**src/design/pba_pkg.sv**
```systemverilog
`default_nettype none

package pba_pkg;

   // Fixed page geometry.
   localparam int PAGE_BYTES    = 4096;
   localparam int PAGE_SHIFT    = $clog2(PAGE_BYTES);
   localparam int LOW_MEMORY_KB = 1024;
   localparam int KB_SHIFT      = $clog2(PAGE_BYTES / 1024);

   // Field widths fixed by the interface.
   localparam int ADDR_W   = 32;
   localparam int MEM_KB_W = 22;
   localparam int FREE_W   = 16;
   localparam int CSR_W    = 32;

   // Page numbers and page bases: a 32-bit address holds 2**20 pages, plus headroom
   // for the base of the word past the last one.
   localparam int PG_W = ADDR_W - PAGE_SHIFT + 1;

   typedef enum logic [0:0] {
      CSR_MEMORY_KB  = 1'd0,
      CSR_KERNEL_END = 1'd1
   } csr_index_type;

   typedef enum logic [1:0] {
      MODE_INIT  = 2'd0,
      MODE_ALLOC = 2'd1,
      MODE_FREE  = 2'd2
   } mode_type;

   typedef enum logic [1:0] {
      STATUS_OK       = 2'd0,
      STATUS_OOM      = 2'd1,
      STATUS_BAD_FREE = 2'd2
   } status_type;

   typedef enum logic [2:0] {
      ST_IDLE,
      ST_INIT,
      ST_SCAN,
      ST_FREE_WALK,
      ST_FREE_CHECK,
      ST_DONE
   } state_type;

   typedef struct packed {
      logic [1:0]        mode;
      logic [ADDR_W-1:0] release_address;
   } req_type;

   typedef struct packed {
      logic [1:0]        status;
      logic [ADDR_W-1:0] page_address;
      logic [FREE_W-1:0] pages_free;
   } rsp_type;

endpackage

`default_nettype wire

```
**src/design/pba_word_unit.sv**
```systemverilog
`default_nettype none

module pba_word_unit
   import pba_pkg::*;
#(
   parameter int WORD_BITS = 32,
   parameter int BIT_W     = 5
) (
   input  wire logic [WORD_BITS-1:0] rd_data,
   input  wire logic [PG_W-1:0]      base,
   input  wire logic [PG_W-1:0]      lo,
   input  wire logic [PG_W-1:0]      hi,
   input  wire logic [BIT_W-1:0]     bit_sel,
   output logic      [WORD_BITS-1:0] init_word,
   output logic      [WORD_BITS-1:0] set_word,
   output logic      [WORD_BITS-1:0] clr_word,
   output logic                      found,
   output logic      [BIT_W-1:0]     found_bit,
   output logic                      sel_used
);

   logic [WORD_BITS-1:0] free_lane;
   logic [PG_W-1:0]      lane_page;

   // Each lane compares its own page number against the live range.
   always_comb begin
      lane_page = '0;
      for (int i = 0; i < WORD_BITS; i++) begin
         lane_page    = base + PG_W'(i);
         init_word[i] = !((lane_page >= lo) && (lane_page < hi));
         free_lane[i] = !rd_data[i] && (lane_page < hi);
      end
   end

   always_comb begin
      found     = 1'b0;
      found_bit = '0;
      for (int i = WORD_BITS - 1; i >= 0; i--) begin
         if (free_lane[i]) begin
            found     = 1'b1;
            found_bit = BIT_W'(i);
         end
      end
   end

   assign set_word = rd_data | (WORD_BITS'(1) << found_bit);
   assign clr_word = rd_data & ~(WORD_BITS'(1) << bit_sel);
   assign sel_used = rd_data[bit_sel];

endmodule

`default_nettype wire

```
**config.mk**
```make
export PLATFORM = sky130hd
export DESIGN_NAME = pba_word_unit
export DESIGN_NICKNAME = d
export VERILOG_FILES = /design/src/design/pba_pkg.sv /design/src/design/pba_word_unit.sv
export SDC_FILE = /design/constraint.sdc
export NUM_CORES = 2
export LEC_CHECK = 0
export BUFFER_PORTS_ARGS = -buffer_cell sky130_fd_sc_hd__buf_2
export CAP_MARGIN = 25
export CORE_ASPECT_RATIO = 2
export CORE_UTILIZATION = 46
export DETAILED_ROUTE_END_ITERATION = 7
export MAX_ROUTING_LAYER = met4
export REMOVE_ABC_BUFFERS = 1
export SETUP_SLACK_MARGIN = 0.2
export SLEW_MARGIN = 5
export SYNTH_ARGS = -nofsm -noshare
export SYNTH_HDL_FRONTEND = slang
export SYNTH_SLANG_ARGS = --single-unit
```
**constraint.sdc**
```tcl
create_clock -name vclk -period 10.6
set_input_delay 0.53 -clock vclk [all_inputs]
set_output_delay 0.53 -clock vclk [all_outputs]
set_load 0.05 [all_outputs]
```
==> metrics <==
status finished clean; vias in the first global route 41100; Post-Synth Simple-Gate Area 0.181; largest net degree at the start of global routing 33; Remaining Overflow, GRT 0; Starting DRT DRC Count 4822; cell mode on critical path nand2_1; # DRC 0; CP endpoint kind primary output; post-CTS sizing 0; Setup crit end set_word[20]; Synth cell types 80; Critical Path, Cell by Cell buf_2, buf_4, nand2_1, nor2_1, nand3_1, nor2_1, nand2_1, nor3_1, xor2_1, ha_1, a21oi_1, nand2_1, a221o_1, a2111oi_0, buf_4, a31o_2, nor4_1, or3b_1, nor3b_4, o21ai_0, nand2b_1, o21bai_1, buf_2; syn avg cell area 7.74 um^2; fraction of layout cells with a size suffix above 1 0.0934; CP arrival approximately 8.8 ns; routability cong. between 1 and 1.5; # port buffers 203; crit path time final 9.29 ns; slowest stage delay, CP 0.93 ns; Tot GR Track Use 0.597; CP Launch Type primary input; fin nets 5968; CP max FO 15; Hold Path Class in -> out; worst path buffer plus inverter count 4; Hold Startpoint rd_data[27]; post-route ant nets 0; CP Data Required Time roughly 10 ns; synth top area cells ha_1 (42%), xnor2_1 (6.8%), xor2_1 (6.3%), a21o_1 (5.4%), a21oi_1 (4.9%); DR WL/cell ~40 um; DR pass1 iterations 8; Yosys top cell area share 0.421; setup repair bufs after CTS 0; most frequent cells in the layout ha_1 (1165), nand2_1 (374), nor2_1 (343), a21oi_1 (336), xnor2_1 (267); Finish-stage setup viols 0; num ports 203; setup TNS 0 ns; Final Cycle Share 0.876; largest area contributor in the netlist ha_1; largest family of logic cells by synthesized area adder cells; Synth Area in XOR/XNOR 0.131; WL final approximately 220000 um; register area 0 um^2; Avg Vias per Cell 7.37; Hold Path Depth 3; Syn-to-layout area delta 8.72%; Synth Area in Adders 0.421; vias after detailed routing 41700; Syn Inst Count 4469; family with the most delay on the worst path simple AND/OR/NAND/NOR gates; commonest non-fill, non-tap cell in the layout ha_1; Die Y approximately 400 um; Critical Path Source base[12]; Final Hold Vio Count 0; fmax 108 MHz; Initial Util 0.467; Max-cap violations 0; die width 196 um; Critical-path top delay cell nor2_1; Slew HR 0.178; synthesized cell area 34600 um^2; # rows 141; setup repair after global routing missed its margin false; # fillers 7616; post-synthesis sequential area ratio 0; core area 74100 um^2; antenna violations before repair 21; hold buffers post-CTS 0; Worst-Margin Slew 1.23 ns; compound-gate portion of the synthesized area 0.232; post-DP HPWL 167000 um; mux contribution to synthesized area 0.00683; global-route wire length before repair 310000 um; worst setup path class in -> out; number of sequential cells 0; clock buf count 0; die footprint 76400 um^2; Final Slew Violations 0; Worst path depth 23; Yosys Warn Count 0
-- tightest hold or removal path: cells and delay by family --
kind / cells / cell delay, ns
buf+inv: 2 / 0.34
compound gates: 1 / 0.10
-- logic make-up (layout without fill, tap and decap cells) --
family	count (synthesis)	in the layout
multiplexers	11	11
XOR/XNOR	517	517
other	0	35
AND/OR/NAND/NOR	1304	1304
adder cells (fa/ha/maj)	1165	1165
AO/OA/AOI/OAI	1216	1216
buffers and inverters	256	488
-- worst min-delay path by stage --
| stage | to | slack (ns) |
|---|---|---|
| floorplan | set_word[4] | 1.29 |
| global placement | clr_word[27] | 1.50 |
| detailed placement | clr_word[27] | 1.49 |
| CTS | clr_word[27] | 1.49 |
| global route | clr_word[27] | 1.50 |
| finish | clr_word[27] | 1.50 |
-- synth_stat cells, drive strengths merged, types with 22 or more instances --
master   count
ha        1165
nand2      375
nor2       346
a21oi      336
xnor2      267
a21o       250
xor2       250
o21ai      182
nand4      132
inv        127
nand3      126
clkbuf     109
o21a        87
nor3        73
nor2b       59
o211ai      49
a211oi      45
a31oi       41
nand2b      40
and4        37
nor4        28
and3        27
a2111oi     25
a21boi      22
-- stage by stage --
step	cell area [um^2]	cells	setup slack, ns	utilization	hold slack (ns)
2_1_floorplan	34100	4341	3.46	-	1.29
3_3_place_gp	37400	5615	1.84	0.505	1.50
3_5_place_dp	37500	5627	1.93	0.506	1.49
4_1_cts	37500	5627	1.92	0.506	1.49
5_1_grt	37600	5655	1.53	0.507	1.50
6_report	37600	5665	1.31	0.508	1.50
-- cell type report --
class	count	area, um^2	share of cell area
well taps	929	1160	0.0309
diodes	35	87.6	0.00233
inverters	128	482	0.0128
repair buffers	360	2230	0.0592
multi-input cells	4213	33700	0.895
-- metal layers --
metal	up-vias	GRT usage	routed length, um
met5	-	-	0
met4	0	0.644	32100
met3	1757	0.228	27800
met2	3362	0.862	92300
met1	19300	0.589	72600
li1	17300	-	-
